## src/sv/serl_pkg.sv

```systemverilog
`timescale 1ns / 1ps
// ---------------------------------------------------------------------------
// serl_pkg: shared types and constants for the rectangle lookup
// Holds the table size, the command codes, the stored entry record and the
// query token that travels along the row of cells.
// ---------------------------------------------------------------------------
package serl_pkg;

  localparam int MAX_BLOCKS = 16;
  localparam int IDX_W      = (MAX_BLOCKS > 1) ? $clog2(MAX_BLOCKS) : 1;
  localparam int CNT_W      = $clog2(MAX_BLOCKS + 1);
  localparam int COORD_W    = 16;
  localparam int SIZE_W     = 15;
  localparam int AREA_W     = 2 * SIZE_W;

  typedef enum logic [1:0] {
    KIND_APPEND = 2'd0,
    KIND_CLEAR  = 2'd1,
    KIND_QUERY  = 2'd2
  } kind_t;

  typedef enum logic {
    ST_IDLE = 1'b0,
    ST_SCAN = 1'b1
  } state_t;

  // One stored rectangle, with its area worked out when it is written.
  typedef struct packed {
    logic [COORD_W-1:0] left;
    logic [COORD_W-1:0] top;
    logic [SIZE_W-1:0]  width;
    logic [SIZE_W-1:0]  height;
    logic [AREA_W-1:0]  area;
  } rect_t;

  // Query in flight: the point and the best match seen so far.
  typedef struct packed {
    logic               valid;
    logic [COORD_W-1:0] px;
    logic [COORD_W-1:0] py;
    logic               found;
    logic [AREA_W-1:0]  area;
    logic [IDX_W-1:0]   idx;
  } token_t;

endpackage

```

## src/sv/smallest_enclosing_rect_lookup.sv

```systemverilog
`timescale 1ns / 1ps
// ---------------------------------------------------------------------------
// smallest_enclosing_rect_lookup: smallest enclosing rectangle hit test
// Keeps a table of rectangles and finds the smallest one holding a point.
// ---------------------------------------------------------------------------
// Usage:
//   A transaction is taken at a rising clock edge with start high and busy
//   low. in_kind selects append, clear or point query; in_pos_x/in_pos_y
//   carry the corner or the point, in_rect_width/in_rect_height the size.
//   Every transaction gives exactly one result, shown on the out_ ports for
//   one cycle with out_strobe high. The receiver cannot stall the block, so
//   a result is simply taken at the edge that ends its strobe cycle.
// Timing and issue rate:
//   Append, clear and the unused code answer in the cycle after acceptance
//   and busy stays low, so they can be issued every cycle. A query walks a
//   token down the row of MAX_BLOCKS cells, one cell per clock; busy stays
//   high until the result strobes, so no new command is taken while a query
//   is in flight. The length of the cell row sets how long a query holds
//   the block.
// Reset:
//   rst_n low empties the table and drops any query in flight. Entry
//   contents are not cleared; only slots below the count are ever compared.
// ---------------------------------------------------------------------------
module smallest_enclosing_rect_lookup (
  input  logic        clk,
  input  logic        rst_n,
  input  logic        start,
  output logic        busy,
  input  logic [1:0]  in_kind,
  input  logic [15:0] in_pos_x,
  input  logic [15:0] in_pos_y,
  input  logic [14:0] in_rect_width,
  input  logic [14:0] in_rect_height,
  output logic        out_strobe,
  output logic        out_found,
  output logic [3:0]  out_block_index,
  output logic [4:0]  out_block_count
);
  import serl_pkg::*;

  state_t            state_r, state_nxt;
  logic [CNT_W-1:0]  count_r, count_nxt;
  logic              out_strobe_r, out_strobe_nxt;
  logic              out_found_r, out_found_nxt;
  logic [3:0]        out_index_r, out_index_nxt;
  logic [4:0]        out_count_r, out_count_nxt;

  logic              accept;
  logic              append_ok;
  rect_t             wr_rect;
  token_t            tok [0:MAX_BLOCKS];
  logic [MAX_BLOCKS-1:0] tok_vld;

  assign accept = start && (state_r == ST_IDLE);
  assign busy   = (state_r == ST_SCAN);

  // An append is stored only for a nonempty rectangle while a slot is free.
  assign append_ok = accept && (in_kind == KIND_APPEND) &&
                     (in_rect_width != '0) && (in_rect_height != '0) &&
                     (count_r < CNT_W'(MAX_BLOCKS));

  // The area is multiplied once on the way in and kept with the entry.
  assign wr_rect.left   = in_pos_x;
  assign wr_rect.top    = in_pos_y;
  assign wr_rect.width  = in_rect_width;
  assign wr_rect.height = in_rect_height;
  assign wr_rect.area   = {{SIZE_W{1'b0}}, in_rect_width} *
                          {{SIZE_W{1'b0}}, in_rect_height};

  // A query launches a fresh token into the first cell at acceptance.
  assign tok[0].valid = accept && (in_kind == KIND_QUERY);
  assign tok[0].px    = in_pos_x;
  assign tok[0].py    = in_pos_y;
  assign tok[0].found = 1'b0;
  assign tok[0].area  = '0;
  assign tok[0].idx   = '0;

  // Each cell owns one slot; the token moves one cell per clock, and since
  // it visits slots in order, a later equal-area entry never wins.
  for (genvar gi = 0; gi < MAX_BLOCKS; gi++) begin : g_cell
    serl_cell u_cell (
      .clk      (clk),
      .rst_n    (rst_n),
      .wr_en    (append_ok && (count_r == CNT_W'(gi))),
      .wr_rect  (wr_rect),
      .live     (CNT_W'(gi) < count_r),
      .cell_idx (IDX_W'(gi)),
      .tok_in   (tok[gi]),
      .tok_out  (tok[gi+1])
    );
    assign tok_vld[gi] = tok[gi+1].valid;
  end

  always_comb begin
    state_nxt      = state_r;
    count_nxt      = count_r;
    out_strobe_nxt = 1'b0;
    out_found_nxt  = 1'b0;
    out_index_nxt  = '0;
    case (state_r)
      ST_IDLE: begin
        if (start) begin
          case (kind_t'(in_kind))
            KIND_APPEND: begin
              out_strobe_nxt = 1'b1;
              if (append_ok) begin
                count_nxt     = count_r + CNT_W'(1);
                out_found_nxt = 1'b1;
                out_index_nxt = 4'(count_r);
              end
            end
            KIND_CLEAR: begin
              out_strobe_nxt = 1'b1;
              count_nxt      = '0;
            end
            KIND_QUERY: begin
              state_nxt = ST_SCAN;
            end
            default: begin
              // The unused code leaves the table alone and reports the count.
              out_strobe_nxt = 1'b1;
            end
          endcase
        end
      end
      ST_SCAN: begin
        // The token leaving the last cell carries the final answer.
        if (tok[MAX_BLOCKS].valid) begin
          state_nxt      = ST_IDLE;
          out_strobe_nxt = 1'b1;
          out_found_nxt  = tok[MAX_BLOCKS].found;
          out_index_nxt  = tok[MAX_BLOCKS].found ? 4'(tok[MAX_BLOCKS].idx) : 4'd0;
        end
      end
      default: begin
        state_nxt = ST_IDLE;
      end
    endcase
    out_count_nxt = 5'(count_nxt);
  end

  always_ff @(posedge clk) begin
    if (!rst_n) begin
      state_r      <= ST_IDLE;
      count_r      <= '0;
      out_strobe_r <= 1'b0;
    end else begin
      state_r      <= state_nxt;
      count_r      <= count_nxt;
      out_strobe_r <= out_strobe_nxt;
    end
    out_found_r <= out_found_nxt;
    out_index_r <= out_index_nxt;
    out_count_r <= out_count_nxt;
  end

  assign out_strobe      = out_strobe_r;
  assign out_found       = out_found_r;
  assign out_block_index = out_index_r;
  assign out_block_count = out_count_r;

  // At most one query token is ever in the cell row.
  a_single_token: assert property (@(posedge clk) disable iff (!rst_n)
    $onehot0(tok_vld))
    else $error("more than one query token in the cell row");

  // An accepted query holds the block busy on the next cycle.
  a_query_busy: assert property (@(posedge clk) disable iff (!rst_n)
    (start && !busy && (in_kind == KIND_QUERY)) |=> busy)
    else $error("query accepted but block not busy");

  // A clear answers next cycle with an empty table.
  a_clear_result: assert property (@(posedge clk) disable iff (!rst_n)
    (start && !busy && (in_kind == KIND_CLEAR)) |=>
      (out_strobe && (out_block_count == 5'd0)))
    else $error("clear did not report an empty table");

  // A hit or a stored append implies a nonempty table.
  a_found_count: assert property (@(posedge clk) disable iff (!rst_n)
    (out_strobe && out_found) |-> (out_block_count != 5'd0))
    else $error("match reported with an empty table");

endmodule

```

## src/sv/serl_cell.sv

```systemverilog
`timescale 1ns / 1ps
// ---------------------------------------------------------------------------
// serl_cell: one table slot of the rectangle lookup
// Stores one rectangle. A passing query token takes it as best match if the
// slot is live, holds the point and is strictly smaller than any prior match.
// ---------------------------------------------------------------------------
module serl_cell (
  input  logic            clk,
  input  logic            rst_n,
  input  logic            wr_en,
  input  serl_pkg::rect_t wr_rect,
  input  logic            live,
  input  logic [serl_pkg::IDX_W-1:0] cell_idx,
  input  serl_pkg::token_t tok_in,
  output serl_pkg::token_t tok_out
);
  import serl_pkg::*;

  rect_t  rect_r;
  token_t tok_r;
  token_t tok_nxt;

  logic [COORD_W:0] dx;
  logic [COORD_W:0] dy;
  logic             hit;
  logic             better;

  // Offsets from the corner at one extra bit, so edges never wrap.
  assign dx = {tok_in.px[COORD_W-1], tok_in.px} - {rect_r.left[COORD_W-1], rect_r.left};
  assign dy = {tok_in.py[COORD_W-1], tok_in.py} - {rect_r.top[COORD_W-1], rect_r.top};

  assign hit = !dx[COORD_W] && (dx[COORD_W-1:0] < {1'b0, rect_r.width}) &&
               !dy[COORD_W] && (dy[COORD_W-1:0] < {1'b0, rect_r.height});

  assign better = live && hit && (!tok_in.found || (rect_r.area < tok_in.area));

  always_comb begin
    tok_nxt = tok_in;
    if (better) begin
      tok_nxt.found = 1'b1;
      tok_nxt.area  = rect_r.area;
      tok_nxt.idx   = cell_idx;
    end
  end

  always_ff @(posedge clk) begin
    if (wr_en) begin
      rect_r <= wr_rect;
    end
  end

  always_ff @(posedge clk) begin
    if (!rst_n) begin
      tok_r.valid <= 1'b0;
    end else begin
      tok_r.valid <= tok_nxt.valid;
    end
    tok_r.px    <= tok_nxt.px;
    tok_r.py    <= tok_nxt.py;
    tok_r.found <= tok_nxt.found;
    tok_r.area  <= tok_nxt.area;
    tok_r.idx   <= tok_nxt.idx;
  end

  assign tok_out = tok_r;

endmodule

```

## config.mk

```make
export PLATFORM = sky130hd
export DESIGN_NAME = smallest_enclosing_rect_lookup
export DESIGN_NICKNAME = d
export VERILOG_FILES = /design/src/sv/serl_pkg.sv /design/src/sv/smallest_enclosing_rect_lookup.sv /design/src/sv/serl_cell.sv
export SDC_FILE = /design/constraint.sdc
export NUM_CORES = 2
export LEC_CHECK = 0
export BUFFER_PORTS_ARGS = -buffer_cell sky130_fd_sc_hd__buf_2
export CAP_MARGIN = 5
export CORE_MARGIN = 2
export CORE_UTILIZATION = 25
export CTS_CLUSTER_SIZE = 12
export DETAILED_ROUTE_END_ITERATION = 16
export GPL_TIMING_DRIVEN = 0
export SLEW_MARGIN = 10
export SYNTH_ARGS = -nofsm -noshare
export SYNTH_HDL_FRONTEND = slang
export SYNTH_SLANG_ARGS = --single-unit
```

## constraint.sdc

```tcl
create_clock -name clk -period 12.7 [get_ports clk]
set_input_delay 2.54 -clock clk [delete_from_list [all_inputs] [get_ports clk]]
set_output_delay 2.54 -clock clk [all_outputs]
set_load 0.05 [all_outputs]
```

# Yosys cells after proc, flatten, opt, wreduce, memory -nomap -nowiden
# Index checks and enable logic that the tools add are counted.
# W data, S select, Z words.
[word_totals]
ff_bits = 2515
input_bits = 67
out_inout_bits = 12
word_cells = 500
[classes]
addsub = 33
mul = 1
order_cmp = 64
n_eq_ne = 17
muxes = 38
n_bitwise = 1
n_reduce_logical = 167
[ops]
columns = ["op", "count"]
rows = [
  ["$sub A16 B16 Y17", 32],
  ["$lt A16 B15 Y1", 32],
  ["$mux W34", 14],
  ["$lt A30 B30 Y1", 15],
  ["$logic_and A1 B1 Y1", 101],
  ["$logic_not A1 Y1", 47],
  ["$eq A5 B4 Y1 const B", 8],
  ["$lt A4 B5 Y1 const A", 8],
  ["$mux W35", 1],
  ["$mul A15 B15 Y30", 1],
  ["$reduce_bool A15 Y1", 2],
  ["$eq A5 B3 Y1 const B", 4],
  ["$lt A3 B5 Y1 const A", 4],
  ["$mux W4", 5],
  ["$logic_or A1 B1 Y1", 15],
  ["$mux W5", 3],
  ["$eq A5 B2 Y1 const B", 2],
  ["$lt A1 B5 Y1 const A", 2],
  ["$lt A2 B5 Y1 const A", 2],
  ["$mux W1", 10],
  ["$pmux W5 S2", 1],
  ["$pmux W4 S2", 1],
  ["$pmux W1 S2", 3],
  ["$add A5 B1 Y5 const B", 1],
  ["other kinds (7)", 7],
]

# Longest topological paths before layout
[depth]
ltp_word = 10
ltp_mapped = 25
depth_no_buf = 24

# Hierarchy
# Synthesis repeated with hierarchy kept, for this count alone.
[unflattened]
cells_unflattened = 11080
area_unflattened_um2 = 130998.1
[by_module_without_submodules]
columns = ["mod", "n_inst", "cells_per_inst", "area_per_inst_um2", "seq_area_each_um2"]
rows = [
  ["serl_cell at g_cell[10].u_cell ...", 9, 625, 7566.0, 4124.0],
  ["serl_cell at g_cell[14].u_cell ...", 5, 639, 7802.5, 4124.0],
  ["smallest_enclosing_rect_lookup", 1, 1012, 8545.7, 340.3],
  ["serl_cell at g_cell[5].u_cell", 1, 623, 7693.6, 4124.0],
  ["serl_cell at g_cell[0].u_cell", 1, 625, 7652.3, 4124.0],
]

# Worst setup path after synthesis
# Ideal clock, no wire load.
[synth_path]
path_type = "in2reg"
startpoint = "in start"
endpoint = "reg g_cell[13].u_cell.rect_r[0] (netlist name) (enable)"
arrival_ns = 11.929
slack_ns = 0.002
cell_stages = 6
path_cell_list = "nor2b_1 nand2_1 nor2_1 and3_1 nand2_1 nor4_1"
[synth_via]
elab_chain_cells = 6
[synth_rtl]
columns = ["item", "line", "text"]
rows = [
  ["from (decl)", "smallest_enclosing_rect_lookup.sv:27", "input logic start,"],
  ["$logic_and A1 B1 Y1", "smallest_enclosing_rect_lookup.sv:54", "assign accept = start && (state_r == ST_IDLE);"],
  ["$logic_and A1 B1 Y1 (2 in series)", "smallest_enclosing_rect_lookup.sv:58", "assign append_ok = accept && (in_kind == KIND_APPEND) &&"],
  ["$logic_and A1 B1 Y1 (2 in series)", "smallest_enclosing_rect_lookup.sv:59", "(in_rect_width != '0) && (in_rect_height != '0) &&"],
  ["$logic_and A1 B1 Y1", "smallest_enclosing_rect_lookup.sv:84", ".wr_en (append_ok && (count_r == CNT_W'(gi))),"],
  ["named net g_cell[13].u_cell.wr_en", "serl_cell.sv:10", "input logic wr_en,"],
  ["to (signal assigned)", "serl_cell.sv:48", "rect_r <= wr_rect;"],
  ["to (decl)", "serl_cell.sv:19", "rect_t rect_r;"],
]
# The timed path passes the listed nets, and every way through them passes these cells.
# A chain may end at the register's enable or synchronous reset.

==> flow_metrics.py <==
metrics = {
    "place": {
        "place.gp.congestion": 0.858,
        "port_buffers": 78,
        "dp_cells": 17100,
        "hpwl_um": 216000,
        "place_ws_ns": 2.06,
    },
    "timing": {
        "worstMarginPinSlew_ns": 1.37,
        "drv_slew": 0,
        "setup_viol_count_final": 0,
        "skew_ns": 0.128,
        "layout_min_cycle_time_ns": 9.89,
        "fmax_mhz": 101,
        "period_share_pct": 77.9,
        "fin_hold_ws_ns": 0.308,
        "hold_violations": 0,
        "timing.setup.tns_ns": 0,
        "finalWorstSetupSlack_ns": 2.81,
        "timing.slew.headroom_pct": 8.85,
        "rsz0062_at_grt": "no",
    },
    "synthesis": {
        "synth_top_family_by_area": "adder cells",
        "synth_edf_count": 1472,
        "synth-simple-area-share_pct": 6.55,
        "synth_flop_cell": "edfxtp_1",
        "synth_xor_area_share_pct": 2.97,
        "synth_top_area_share_pct": 35.8,
        "synth_area_leaders": "edfxtp_1 (36%), dfxtp_1 (17%), ha_1 (15%), inv_1 (5.4%), mux2_2 (3.6%)",
        "syn_avg_cell_area_um2": 11.9,
        "yosys.cell_types.count": 92,
        "ys_ff_latch": 2500,
        "syn_inst": 10400,
        "syn_area_um2": 124000,
        "ys_warn_count": 0,
        "synth_fp_nets": 12100,
        "synthAdderAreaFrac_pct": 18.3,
        "synth_top_area_cell": "edfxtp_1",
        "ys_seq_area_share_pct": 52.4,
        "async_reset_ff_share_pct": 0,
        "synth_compound_area_share_pct": 9.91,
        "synthMuxAreaShare_pct": 4.03,
    },
    "global_route": {
        "grt_use_total_pct": 10.8,
        "grt_pass1_wl_um": 423000,
        "grt-ovfl-total": 0,
        "antenna_found_initial": 41,
        "grt_max_degree": 33,
        "grt_pass1_vias": 76600,
    },
    "cells_and_area": {
        "synthToLayoutAreaGrowth_pct": 14.6,
        "nets": 12600,
        "fin_util_pct": 28.7,
        "final_cell_mix": "inv_1 (1788), ha_1 (1493), edfxtp_1 (1472)",
        "final_cells": 17600,
        "drive_gt1_share_pct": 9.81,
        "final_common_cell": "inv_1",
    },
    "flow_run": {
        "maxCapViolations": 0,
    },
    "worst_setup_path": {
        "worstPathRequired_ns": 13.26,
        "cp-start-kind": "input port",
        "crit_path_end_kind": "flop",
        "critPathMaxFanout": 23,
        "arrival_ns": 10.45,
        "crit_type": "input port to flop",
    },
    "route": {
        "ant_nets": 0,
        "via_per_inst": 4.26,
        "drc_errors": 0,
        "routedWlPerCell_um": 15.7,
        "firstDrtPassIters": 7,
        "routed_wl_um": 275000,
        "vias": 74800,
        "initialDrtViolationCount": 4286,
    },
    "clock_tree": {
        "numCtsBuffers": 249,
        "root_buffer": "clkbuf_16",
        "postCtsHoldBufs": 0,
        "cts_tree": "done",
        "path_clk_slew_ns": 0.06,
        "clkSinkCount": 2500,
        "cts_resized": 0,
        "insertion_delay_ns": 0.94,
        "htree_levels": 4,
        "post_cts_buffers": 0,
        "max-clock-path-buffers": 4,
    },
    "pwr": {
        "clockPowerShare_pct": 29.2,
        "p_comb_share_pct": 25.8,
        "power_frac_seq_pct": 45.0,
        "p_int_mw": 16.6,
        "power_density_nw_per_um2": 168,
        "p_sw_mw": 7.20,
        "ir_drop_mv": 0.544,
        "swShare_pct": 30.3,
        "p_leak_nw": 58.7,
    },
    "floorplanning": {
        "initial_utilization_pct": 25.1,
        "coreArea_um2": 493000,
        "ios": 79,
        "num_rows": 258,
        "dieArea_um2": 500000,
        "die_w_um": 707,
        "die_h_um": 707,
    },
    "min_path": {
        "worstHoldPathType": "flop to flop",
    },
    "run_status": {
        "status": "complete, no violations",
    },
}
## through the flow
stage / instance area [um^2] / total power [mW]
5_1_grt: 142000 / 25.1
2_1_floorplan: 124000 / 14.0
3_5_place_dp: 134000 / 17.1
4_1_cts: 142000 / 24.1
3_3_place_gp: 132000 / 16.2
6_report: 142000 / 23.8
## per-layer routing
| metal | vias to the layer above | global-route usage [%] | routed length (um) |
|---|---|---|---|
| li1 | 37200 | - | - |
| met1 | 35700 | 13.4 | 120000 |
| met2 | 1417 | 18.4 | 128000 |
| met3 | 501 | 2.40 | 17300 |
| met4 | 14 | 3.48 | 9160 |
| met5 | - | 0 | 368 |
## power by group through the flow
stage,clock network (mW),logic (mW),registers [mW]
2_1_floorplan,0,3.17,10.9
3_3_place_gp,0,5.23,11.0
3_5_place_dp,0,6.27,10.9
4_1_cts,7.13,6.31,10.7
5_1_grt,7.45,6.94,10.7
6_report,6.93,6.14,10.7
## Yosys cell counts (96+ instances only)
cell	count
and2_1	191
o21a_1	113
nand2_1	327
nand2b_1	122
nor2_1	346
inv_1	1788
mux2_2	392
xor2_1	114
fa_1	199
nand3_1	96
nor2b_1	137
dfxtp_1	1028
nand4_1	107
a21oi_1	552
a21o_1	359
edfxtp_1	1472
ha_1	1493
o21ai_0	338
xnor2_1	305
## flip-flops by register name (all words and copies together) (netlist names)
name                   flops
out_strobe                 1
g_cell.u_cell.rect_r    1472
count_r                    5
g_cell.u_cell.tok_out   1011
out_block_index            4
busy                       1
out_block_count            5
out_found                  1
## cell type report
class / count / area [um^2]
Inverter: 1788 / 6710
Timing Repair Buffer: 200 / 1960
Multi-Input combinational cell: 6010 / 52100
Buffer: 89 / 458
Sequential cell: 2500 / 64800
Antenna cell: 8 / 20.0
Clock inverter: 22 / 211
Fill cell: 50300 / 352000
Clock buffer: 434 / 7320
Tap cell: 6500 / 8130
## critical path: stages
cell and delay [ns]:
buf_2 0.71, clkbuf_1 0.63, and2_1 0.25, fa_1 0.44
inv_1 0.10, fa_1 0.41, inv_1 0.09, fa_1 0.43
fa_1 0.48, fa_1 0.56, inv_1 0.06, fa_1 0.55
inv_1 0.05, ha_1 0.36, and4_1 0.27, a31oi_1 0.10
o2111ai_1 0.11, a221oi_1 0.11, o31ai_1 0.56, a211oi_1 0.15
nor2_1 0.36, o211ai_1 0.18, a311oi_1 0.44, xnor2_2 0.20
buf_6 0.20
## final timing paths
| path | from | end | slack, ns | cells after the start |
|---|---|---|---|---|
| max | in_rect_width[10] | g_cell[11].u_cell.rect_r[29] | 2.81 | 25 |
| max reg2reg | g_cell[1].u_cell.tok_out[35] | g_cell[2].u_cell.tok_out[8] | 5.75 | 25 |
| min reg2reg | g_cell[13].u_cell.tok_out[61] | g_cell[14].u_cell.tok_out[61] | 0.31 | 0 |
| min | g_cell[13].u_cell.tok_out[61] | g_cell[14].u_cell.tok_out[61] | 0.31 | 0 |
## cell families (layout without fill, tap and decap cells)
kind of cell | after synthesis | count (layout)
buf+inv | 1877 | 2533
xor+xnor | 419 | 419
flops | 2500 | 2500
fa+ha+maj | 1692 | 1692
other cells | 0 | 8
compound gates | 1888 | 1888
mux | 435 | 435
simple gates | 1576 | 1576
Note: power is estimated with default switching activity, not from simulation.
